==> config.mk <==
export PLATFORM = sky130hd
export DESIGN_NAME = escaped_led_frame_receiver_unit
export DESIGN_NICKNAME = d
export VERILOG_FILES = /design/src/rtl/elfr_pkg.sv /design/src/rtl/elfr_ram.sv /design/src/rtl/elfr_ctrl.sv /design/src/rtl/escaped_led_frame_receiver_unit.sv
export SDC_FILE = /design/constraint.sdc
export NUM_CORES = 2
export LEC_CHECK = 0
export BUFFER_PORTS_ARGS = -buffer_cell sky130_fd_sc_hd__buf_2
export CAP_MARGIN = 40
export CORE_UTILIZATION = 25
export DETAILED_ROUTE_END_ITERATION = 8
export SETUP_SLACK_MARGIN = 0.4
export SKIP_CTS_REPAIR_TIMING = 1
export SKIP_LAST_GASP = 1
export SYNTH_ARGS = -nofsm -noshare
export SYNTH_HDL_FRONTEND = slang
export SYNTH_SLANG_ARGS = --single-unit
export TNS_END_PERCENT = 20
==> constraint.sdc <==
create_clock -name clk -period 22 [get_ports clk]
set_input_delay 2.2 -clock clk [delete_from_list [all_inputs] [get_ports clk]]
set_output_delay 2.2 -clock clk [all_outputs]
set_load 0.02 [all_outputs]
==> src/rtl/elfr_pkg.sv <==
// Shared constants, codes and types for the escaped LED frame receiver.
package elfr_pkg;

  localparam int LedCount = 61;
  localparam int BankSize = LedCount * 3;
  localparam int LedW = $clog2(LedCount + 1);
  localparam int AddrW = $clog2(2 * LedCount);
  localparam int LaneCount = 3;

  localparam logic [7:0] SyncByte = 8'hE0;
  localparam logic [7:0] EscByte = 8'hD0;
  localparam logic [23:0] TimeoutReset = 24'd2000000;

  typedef enum logic [1:0] {
    OP_BYTE = 2'd0,
    OP_TICK = 2'd1,
    OP_READ = 2'd2,
    OP_NONE = 2'd3
  } op_t;

  typedef enum logic [0:0] {
    REG_BOARD_ID = 1'b0,
    REG_TIMEOUT  = 1'b1
  } reg_idx_t;

  typedef enum logic [1:0] {
    LANE_RED   = 2'd0,
    LANE_GREEN = 2'd1,
    LANE_BLUE  = 2'd2
  } lane_t;

  typedef struct packed {
    logic [LaneCount-1:0] we;
    logic [AddrW-1:0]     addr;
    logic [7:0]           data;
  } mem_wr_t;

  typedef struct packed {
    logic             re;
    logic [AddrW-1:0] addr;
  } mem_rd_t;

  typedef struct packed {
    logic color_ok;
    logic active;
    logic accepted;
    logic rejected;
  } step_res_t;

endpackage

==> src/rtl/elfr_ram.sv <==
// Generic single-write, single-read RAM with a registered read port.
module elfr_ram #(
  parameter int Width = 8,
  parameter int Depth = 64
) (
  input  logic                     clk,
  input  logic                     we,
  input  logic [$clog2(Depth)-1:0] waddr,
  input  logic [Width-1:0]         wdata,
  input  logic                     re,
  input  logic [$clog2(Depth)-1:0] raddr,
  output logic [Width-1:0]         rdata
);

  logic [Width-1:0] mem [Depth];
  logic [Width-1:0] rdata_r;

  always_ff @(posedge clk) begin
    if (we) begin
      mem[waddr] <= wdata;
    end
    if (re) begin
      rdata_r <= mem[raddr];
    end
  end

  assign rdata = rdata_r;

endmodule

==> src/rtl/elfr_ctrl.sv <==
// Frame parser, bank control and timeout counter; drives the colour RAM ports.
module elfr_ctrl (
  input  logic                   clk,
  input  logic                   rst_n,
  input  logic                   accept,
  input  elfr_pkg::op_t          op,
  input  logic [7:0]             data_byte,
  input  logic [7:0]             led_index,
  input  logic [7:0]             board_id,
  input  logic [23:0]            timeout_ticks,
  output elfr_pkg::mem_wr_t      wr,
  output elfr_pkg::mem_rd_t      rd,
  output elfr_pkg::step_res_t    res
);

  logic                       in_frame_r, in_frame_nxt;
  logic                       esc_r, esc_nxt;
  logic [7:0]                 pos_r, pos_nxt;
  logic [7:0]                 rid_r, rid_nxt;
  elfr_pkg::lane_t            lane_r, lane_nxt;
  logic [elfr_pkg::LedW-1:0]  led_r, led_nxt;
  logic                       shown_r, shown_nxt;
  logic                       present_r, present_nxt;
  logic [23:0]                ticks_r, ticks_nxt;
  logic [7:0]                 bval;
  logic [elfr_pkg::AddrW-1:0] wr_base;
  logic [elfr_pkg::AddrW-1:0] rd_base;

  always_ff @(posedge clk) begin
    if (!rst_n) begin
      in_frame_r <= 1'b0;
      esc_r      <= 1'b0;
      pos_r      <= '0;
      rid_r      <= '0;
      lane_r     <= elfr_pkg::LANE_RED;
      led_r      <= '0;
      shown_r    <= 1'b0;
      present_r  <= 1'b0;
      ticks_r    <= '0;
    end else begin
      in_frame_r <= in_frame_nxt;
      esc_r      <= esc_nxt;
      pos_r      <= pos_nxt;
      rid_r      <= rid_nxt;
      lane_r     <= lane_nxt;
      led_r      <= led_nxt;
      shown_r    <= shown_nxt;
      present_r  <= present_nxt;
      ticks_r    <= ticks_nxt;
    end
  end

  // Frames are assembled in the bank that is not shown.
  assign wr_base = shown_r ? '0 : elfr_pkg::AddrW'(elfr_pkg::LedCount);
  assign rd_base = shown_r ? elfr_pkg::AddrW'(elfr_pkg::LedCount) : '0;
  assign bval = esc_r ? data_byte + 8'd1 : data_byte;

  always_comb begin
    in_frame_nxt = in_frame_r;
    esc_nxt      = esc_r;
    pos_nxt      = pos_r;
    rid_nxt      = rid_r;
    lane_nxt     = lane_r;
    led_nxt      = led_r;
    shown_nxt    = shown_r;
    present_nxt  = present_r;
    ticks_nxt    = ticks_r;
    wr.we        = '0;
    wr.addr      = wr_base + elfr_pkg::AddrW'(led_r);
    wr.data      = bval;
    rd.re        = 1'b0;
    rd.addr      = rd_base + elfr_pkg::AddrW'(led_index);
    res.color_ok = 1'b0;
    res.accepted = 1'b0;
    res.rejected = 1'b0;
    if (accept) begin
      case (op)
        elfr_pkg::OP_BYTE: begin
          if (!in_frame_r) begin
            if (data_byte == elfr_pkg::SyncByte) begin
              in_frame_nxt = 1'b1;
              esc_nxt      = 1'b0;
              pos_nxt      = '0;
              lane_nxt     = elfr_pkg::LANE_RED;
              led_nxt      = '0;
            end
          end else if (data_byte == elfr_pkg::EscByte && !esc_r) begin
            esc_nxt = 1'b1;
          end else begin
            esc_nxt = 1'b0;
            if (pos_r == 8'd0) begin
              rid_nxt = bval;
            end else begin
              wr.we[lane_r] = 1'b1;
              if (lane_r == elfr_pkg::LANE_BLUE) begin
                lane_nxt = elfr_pkg::LANE_RED;
                led_nxt  = led_r + 1'b1;
              end else begin
                lane_nxt = elfr_pkg::lane_t'(lane_r + 2'd1);
              end
            end
            if (pos_r == 8'(elfr_pkg::BankSize)) begin
              in_frame_nxt = 1'b0;
              pos_nxt      = '0;
              if (rid_r == board_id) begin
                shown_nxt    = ~shown_r;
                present_nxt  = 1'b1;
                ticks_nxt    = timeout_ticks;
                res.accepted = 1'b1;
              end else begin
                res.rejected = 1'b1;
              end
            end else begin
              pos_nxt = pos_r + 8'd1;
            end
          end
        end
        elfr_pkg::OP_TICK: begin
          if (ticks_r != '0) begin
            ticks_nxt = ticks_r - 24'd1;
          end
        end
        elfr_pkg::OP_READ: begin
          rd.re        = 1'b1;
          res.color_ok = present_r && (led_index < 8'(elfr_pkg::LedCount));
        end
        default: begin
        end
      endcase
    end
    res.active = (ticks_nxt != '0);
  end

endmodule

==> src/rtl/escaped_led_frame_receiver_unit.sv <==
// Top level of the escaped LED frame receiver: config, colour RAMs, result stage.
//
//   channel  ports                                         direction
//   input    in_valid/in_ready, operation, byte, index     in
//   result   out_valid/out_ready, color, flags             out
//   config   cfg_we, cfg_index, cfg_wdata                  in
//
// One transaction per cycle unless stalled; its result appears in the next cycle.
// Colour reads go through the registered read port of the RAMs.
// A stalled result holds in the result stage and blocks new input until taken.
// Reset clears the parser, bank select and timeout; RAM contents are not cleared.
module escaped_led_frame_receiver_unit (
  input  logic        clk,
  input  logic        rst_n,
  input  logic        in_valid,
  output logic        in_ready,
  input  logic [1:0]  in_operation,
  input  logic [7:0]  in_data_byte,
  input  logic [7:0]  in_led_index,
  output logic        out_valid,
  input  logic        out_ready,
  output logic [23:0] out_color,
  output logic        out_active,
  output logic        out_frame_accepted,
  output logic        out_frame_rejected,
  input  logic        cfg_we,
  input  logic [0:0]  cfg_index,
  input  logic [23:0] cfg_wdata
);

  logic [7:0]            board_id_r;
  logic [23:0]           timeout_r;
  logic                  accept;
  logic                  out_valid_r;
  elfr_pkg::step_res_t   res;
  elfr_pkg::step_res_t   res_r;
  elfr_pkg::mem_wr_t     wr;
  elfr_pkg::mem_rd_t     rd;
  logic [7:0]            lane_rdata [elfr_pkg::LaneCount];

  always_ff @(posedge clk) begin
    if (!rst_n) begin
      board_id_r <= '0;
      timeout_r  <= elfr_pkg::TimeoutReset;
    end else if (cfg_we) begin
      case (elfr_pkg::reg_idx_t'(cfg_index))
        elfr_pkg::REG_BOARD_ID: board_id_r <= cfg_wdata[7:0];
        elfr_pkg::REG_TIMEOUT:  timeout_r  <= cfg_wdata;
        default: begin
        end
      endcase
    end
  end

  assign in_ready = !out_valid_r || out_ready;
  assign accept   = in_valid && in_ready;

  elfr_ctrl u_ctrl (
    .clk           (clk),
    .rst_n         (rst_n),
    .accept        (accept),
    .op            (elfr_pkg::op_t'(in_operation)),
    .data_byte     (in_data_byte),
    .led_index     (in_led_index),
    .board_id      (board_id_r),
    .timeout_ticks (timeout_r),
    .wr            (wr),
    .rd            (rd),
    .res           (res)
  );

  // One byte lane per colour, so a read returns a whole LED at once.
  for (genvar g = 0; g < elfr_pkg::LaneCount; g++) begin : g_lane
    elfr_ram #(
      .Width (8),
      .Depth (2 * elfr_pkg::LedCount)
    ) u_ram (
      .clk   (clk),
      .we    (wr.we[g]),
      .waddr (wr.addr),
      .wdata (wr.data),
      .re    (rd.re),
      .raddr (rd.addr),
      .rdata (lane_rdata[g])
    );
  end

  always_ff @(posedge clk) begin
    if (!rst_n) begin
      out_valid_r <= 1'b0;
      res_r       <= '0;
    end else if (in_ready) begin
      out_valid_r <= in_valid;
      if (in_valid) begin
        res_r <= res;
      end
    end
  end

  // RAM read data only changes on an accepted read, so it holds during a stall.
  assign out_valid          = out_valid_r;
  assign out_color          = res_r.color_ok ?
                              {lane_rdata[0], lane_rdata[1], lane_rdata[2]} : 24'd0;
  assign out_active         = res_r.active;
  assign out_frame_accepted = res_r.accepted;
  assign out_frame_rejected = res_r.rejected;

endmodule
# Word level (Yosys, flattened, before mapping)
# Memory sizes are Yosys's and may differ from the RTL's. A register that Yosys moved wholly into a read port is not among the register bits.
# Index checks and enable logic that the tools add are counted.
# word_totals
reg_bits	89
ram_bits	2928
input_bits	48
out_inout_bits	29
wordCells	120
memories	3
# mem_list
name	depth	word_bits	read_ports	rd_ports_with_merged_regs	wr	line	rtl
g_lane[0].u_ram.mem	122	8	1	1	1	elfr_ram.sv:15	logic [Width-1:0] mem [Depth];
g_lane[1].u_ram.mem	122	8	1	1	1	elfr_ram.sv:15	
g_lane[2].u_ram.mem	122	8	1	1	1	elfr_ram.sv:15	
# classes
addsub	7
magnitude_cmp	3
eq_ne	10
n_mux	56
bitwise	3
reduce_logical	22
# op_table
cell	n
2-to-1 mux 24 bit	7
case mux 24 bit (2 select lines)	1
nonzero test 24 bit	2
2-to-1 mux 6 bit	7
2-to-1 mux 8 bit	5
equality test 8 bit (second input constant)	3
subtractor 24 x 1 -> 24 bit (second input constant)	1
2-to-1 mux 1 bit	20
2-to-1 mux 2 bit	10
adder 8 x 1 -> 8 bit (second input constant)	2
2-to-1 mux 3 bit	5
AND reduction 6 bit	2
AND reduction 5 bit	2
equality test 8 bit	1
zero test 8 bit	1
less-than comparator 8 x 6 -> 1 bit (second input constant)	1
AND reduction 2 bit	4
adder 7 x 6 -> 7 bit	1
adder 7 bit	1
adder 6 x 1 -> 6 bit (second input constant)	1
!= test 2 bit (second input constant)	3
equality test 2 bit (second input constant)	2
logical AND 1 bit	4
AND reduction 4 bit	1
11 further kinds	14

# Depth between registers and ports, before layout
# logic_depth
depth_word	11
mapped_depth	13
mapped_depth_nobuf	11

# By module
# Synthesis repeated with hierarchy kept, for this count alone.
# unflattened
cells_unflattened	6659
hier_area_um2	122530.0
# by_module_without_submodules
module	n_inst	cells_each	area_per_inst_um2
elfr_ram	3	1989	38992.4
elfr_ctrl	1	511	4018.9
escaped_led_frame_receiver_unit	1	181	1534.0

# Worst setup path before layout
# OpenSTA, ideal clock, no wires.
# synth_timing
kind	input to register
start	input in_data_byte[1]
end	memory g_lane[0].u_ram.mem[0][1], data pin
setup_ns	3.048
t_arrival_ns	16.428
setup_slack_ns	2.523
cell_stages	2
n_path_buf	0
path_cell_list	inv_1 > o21ai_0
# synth_between
elab_chain_len	2
# synth_rtl
element	line	rtl
start, declared	escaped_led_frame_receiver_unit.sv:18	input logic [7:0] in_data_byte,
adder 8 x 1 -> 8 bit	elfr_ctrl.sv:56	assign bval = esc_r ? data_byte + 8'd1 : data_byte;
2-to-1 mux 8 bit (*)	elfr_ctrl.sv:56	
via g_lane[0].u_ram.wdata[1]	elfr_ram.sv:9	input logic [Width-1:0] wdata,
end, declared	elfr_ram.sv:15	
# The timed path passes the listed nets; every way through them passes the cells marked *.

# Final worst setup path
# layout_timing
start	input in_led_index[0]
end	register g_lane[0].u_ram.rdata_r[3], read port of g_lane[0].u_ram.mem, data pin
# layout_between
elab_chain_len	1
# layout_rtl
element	line	rtl
start, declared	escaped_led_frame_receiver_unit.sv:19	input logic [7:0] in_led_index,
adder 7 bit	elfr_ctrl.sv:72	rd.addr = rd_base + elfr_pkg::AddrW'(led_index);
end, declared	elfr_ram.sv:16	logic [Width-1:0] rdata_r;
# No other way between the ends.
# A chain may end at the register's enable or synchronous reset.

==> reports/summary.txt <==
crit-path max cell delay - 780 ps
crit path capture type - flop
Area Overhead vs Synth - 15.9%
sequential fraction of the synthesis area - 75.5%
core area - 476000 µm²
routed length on met3 - 23000 µm
Final Skew - 102 ps
Worst Path Buf+Inv - 5
RSZ-0062 raised after global routing - no
Top Layer Used - met5
Non-Filler Instances - 13000
total CTS buffers - 312
Total GRT Usage - 12.1%
total negative slack - 0 ps
Syn Inst Count - 6193
DRC Markers - 0
CP cell instances - buf_2 > ha_4 > ha_4 > buf_12 > buf_4 > buf_4 > buf_4 > mux4_2 > mux4_2 > nand2_1 > nand2_1 > o21ai_0 > o22ai_1
Post-Synthesis Cell Area - 120000 µm²
asr flop ratio synth - 0%
Period minus WS final - 7530 ps
clk buf depth - 4
Cell variety after synth - 81
Worst-path clk slew - 60 ps
Final Hold Slack - 462 ps
die width - 694 µm
Worst setup SP type - input pin
worst skew pair latency - 870 ps
synthesized flop and latch total - 3041
Rows - 253
Die Ht - 694 µm
predominant post-synthesis flop cell - edfxtp_1
IO Port Bufs - 76
starting density of the core - 25.2%
Lkg Pwr - 42.5 nW
number of global-route vias before repair - 62800
first-pass GRT wire length - 439000 µm
Synth Warn # - 0
most frequent cells in the layout - edfxtp_1 (2952), mux4_2 (780), nand2_1 (654)
TritonCTS clock tree - built
CP most frequent cell - buf_4
CP required - 22590 ps
initial antenna violation count - 16
Power Dens Cells - 89.0 nW/µm²
final hold viol count - 0
met2 WL - 149000 µm
fin nets - 6491
fin. max-slew vios - 0
Design Area, Final - 139000 µm²
EDFF count, synth - 2952
critical path start-end classification - input pin to flop
worst-margin pin slew - 1140 ps
Max-slew headroom - 23.9%
routed wire length - 301000 µm
vias - 61000
Max-Cap Viols - 0
Hold Crit Class - flop to flop
detailed placer's ending HPWL - 179000 µm
FILL cells - 46100
First DRT Iteration DRCs - 6718
DR WL/cell - 23.0 µm
Avg Inst Size Synth - 19.3 µm²
layout cell share with drive strength beyond 1 - 23.6%
Final GP Congestion - 0.813
worst-path maximum fanout - 135
Post-DRT Antenna Nets - 0
placed cell count - 12500
I/O pins - 77
Pre-antenna DRT Iters - 6
worst vdd ir - 0.0000580 V
M1 WL - 121000 µm
Syn Nets - 6260
Overflow after GRT - 0
largest net degree at the start of global routing - 221
Die Area - 482000 µm²
# setup viols final - 0
via density per instance - 4.68
crit path DAT - 8110 ps
H-tree depth - 5
DP Area - 129000 µm²
f_max - 0.133 GHz
status - finished, final reports clean
most common cell after layout, fill and taps aside - edfxtp_1
fin crit share - 34.2%
clk root buf - clkbuf_16
slowest CP cell - buf_4
CP top delay family - buffers and inverters
clk sinks - 3041
==> where the power goes <==
group          switching, W  internal, W  leakage [nW]
registers         0.0000236      0.00637          27.2
logic              0.000570     0.000340          10.6
clock network       0.00218      0.00288          4.69
total               0.00278      0.00959          42.5
==> metrics by stage <==
step | power [W] | worst slack (ps) | utilization [%]
finish | 0.0124 | 14470 | 29.2
global route | 0.0127 | 14330 | 29.2
CTS | 0.0124 | 14570 | 29.2
detailed placement | 0.00742 | 13630 | 27.1
global placement | 0.00739 | 13610 | 26.8
floorplan | 0.00720 | 2520 | -
==> state kept, by name, indices dropped and copies added, names as in the netlist <==
register            flops
g_lane.u_ram.mem     2928
res_r                   1
out_active              1
u_ctrl.pos_r            8
timeout_r              24
board_id_r              8
out_frame_accepted      1
u_ctrl.rid_r            8
g_lane.u_ram.rdata     24
u_ctrl.shown_r          1
out_frame_rejected      1
out_valid               1
u_ctrl.esc_r            1
u_ctrl.led_r            6
u_ctrl.in_frame_r       1
u_ctrl.lane_r           2
u_ctrl.present_r        1
u_ctrl.ticks_r         24
==> synth_stat cells (8+ instances only) <==
| master | instances | area share [%] |
|---|---|---|
| edfxtp_1 | 2952 | 74 |
| mux4_2 | 780 | 15 |
| nand2_1 | 677 | 2.1 |
| nor2_1 | 457 | 1.4 |
| clkbuf_1 | 207 | 0.65 |
| nand3_1 | 192 | 0.80 |
| buf_2 | 107 | 0.45 |
| dfxtp_1 | 89 | 1.5 |
| a311oi_1 | 80 | 0.59 |
| a21oi_1 | 74 | 0.31 |
| and3_1 | 55 | 0.29 |
| buf_1 | 51 | 0.16 |
| and2_1 | 33 | 0.17 |
| xnor2_1 | 33 | 0.24 |
| nor2b_1 | 29 | 0.15 |
| mux2i_1 | 26 | 0.22 |
| a211oi_1 | 25 | 0.16 |
| nand4_1 | 23 | 0.12 |
| a31oi_1 | 21 | 0.11 |
| ha_1 | 19 | 0.20 |
| nor3_1 | 19 | 0.079 |
| inv_1 | 18 | 0.056 |
| o21ai_0 | 18 | 0.075 |
| o31ai_1 | 18 | 0.11 |
| xor2_1 | 14 | 0.10 |
| buf_4 | 9 | 0.056 |
| nand2b_1 | 9 | 0.047 |
| o21ai_1 | 9 | 0.038 |
| o32ai_1 | 9 | 0.066 |
| and4_1 | 8 | 0.059 |
| o211ai_1 | 8 | 0.050 |
==> area by class of cell <==
class	instances	area (µm²)	share of cell area [%]
antenna	15	37.5	0.0270
clock buffer	368	8100	5.84
clock inverter	170	1490	1.07
inverter	19	71.3	0.0514
multi-input combinational	2750	27900	20.1
sequential	3041	90400	65.1
tap	6375	7980	5.75
timing repair buffer	300	2860	2.06
==> logic make-up (layout without fill, tap and decap cells) <==
family                   Yosys count  count (layout)  share of synthesized area, %
flip-flops                      3041            3041                          75.5
AND/OR/NAND/NOR                 1542            1542                          5.56
multiplexers                     808             808                          14.9
buffers and inverters            402             857                          1.46
AO/OA/AOI/OAI                    334             334                          2.03
XOR/XNOR                          47              47                         0.344
adder cells (fa/ha/maj)           19              19                         0.198
other                              0              15                             0
==> layer usage <==
| layer | track usage (%) | up-vias |
|---|---|---|
| met5 | 0 | - |
| met1 | 16.0 | 32600 |
| li1 | - | 25500 |
| met4 | 3.12 | 2 |
| met2 | 20.5 | 2388 |
| met3 | 2.12 | 464 |
==> worst min-delay path: cells and delay by family, from the launching register on <==
family | cells | cell delay, ps
compound gates | 1 | 50
flops | 1 | 310
simple gates | 1 | 50
==> path summary, 6_finish.rpt <==
| check | startpoint | endpoint | slack (ps) | cells after the start |
|---|---|---|---|---|
| setup / recovery | in_led_index[0] | g_lane[0].u_ram.rdata[3] | 14470 | 13 |
| hold reg to reg | out_frame_rejected | out_frame_rejected | 460 | 2 |
| setup reg to reg | u_ctrl.shown_r | g_lane[0].u_ram.rdata[3] | 15400 | 12 |
| hold / removal | out_frame_rejected | out_frame_rejected | 460 | 2 |
(Power assumes the default switching activity.)
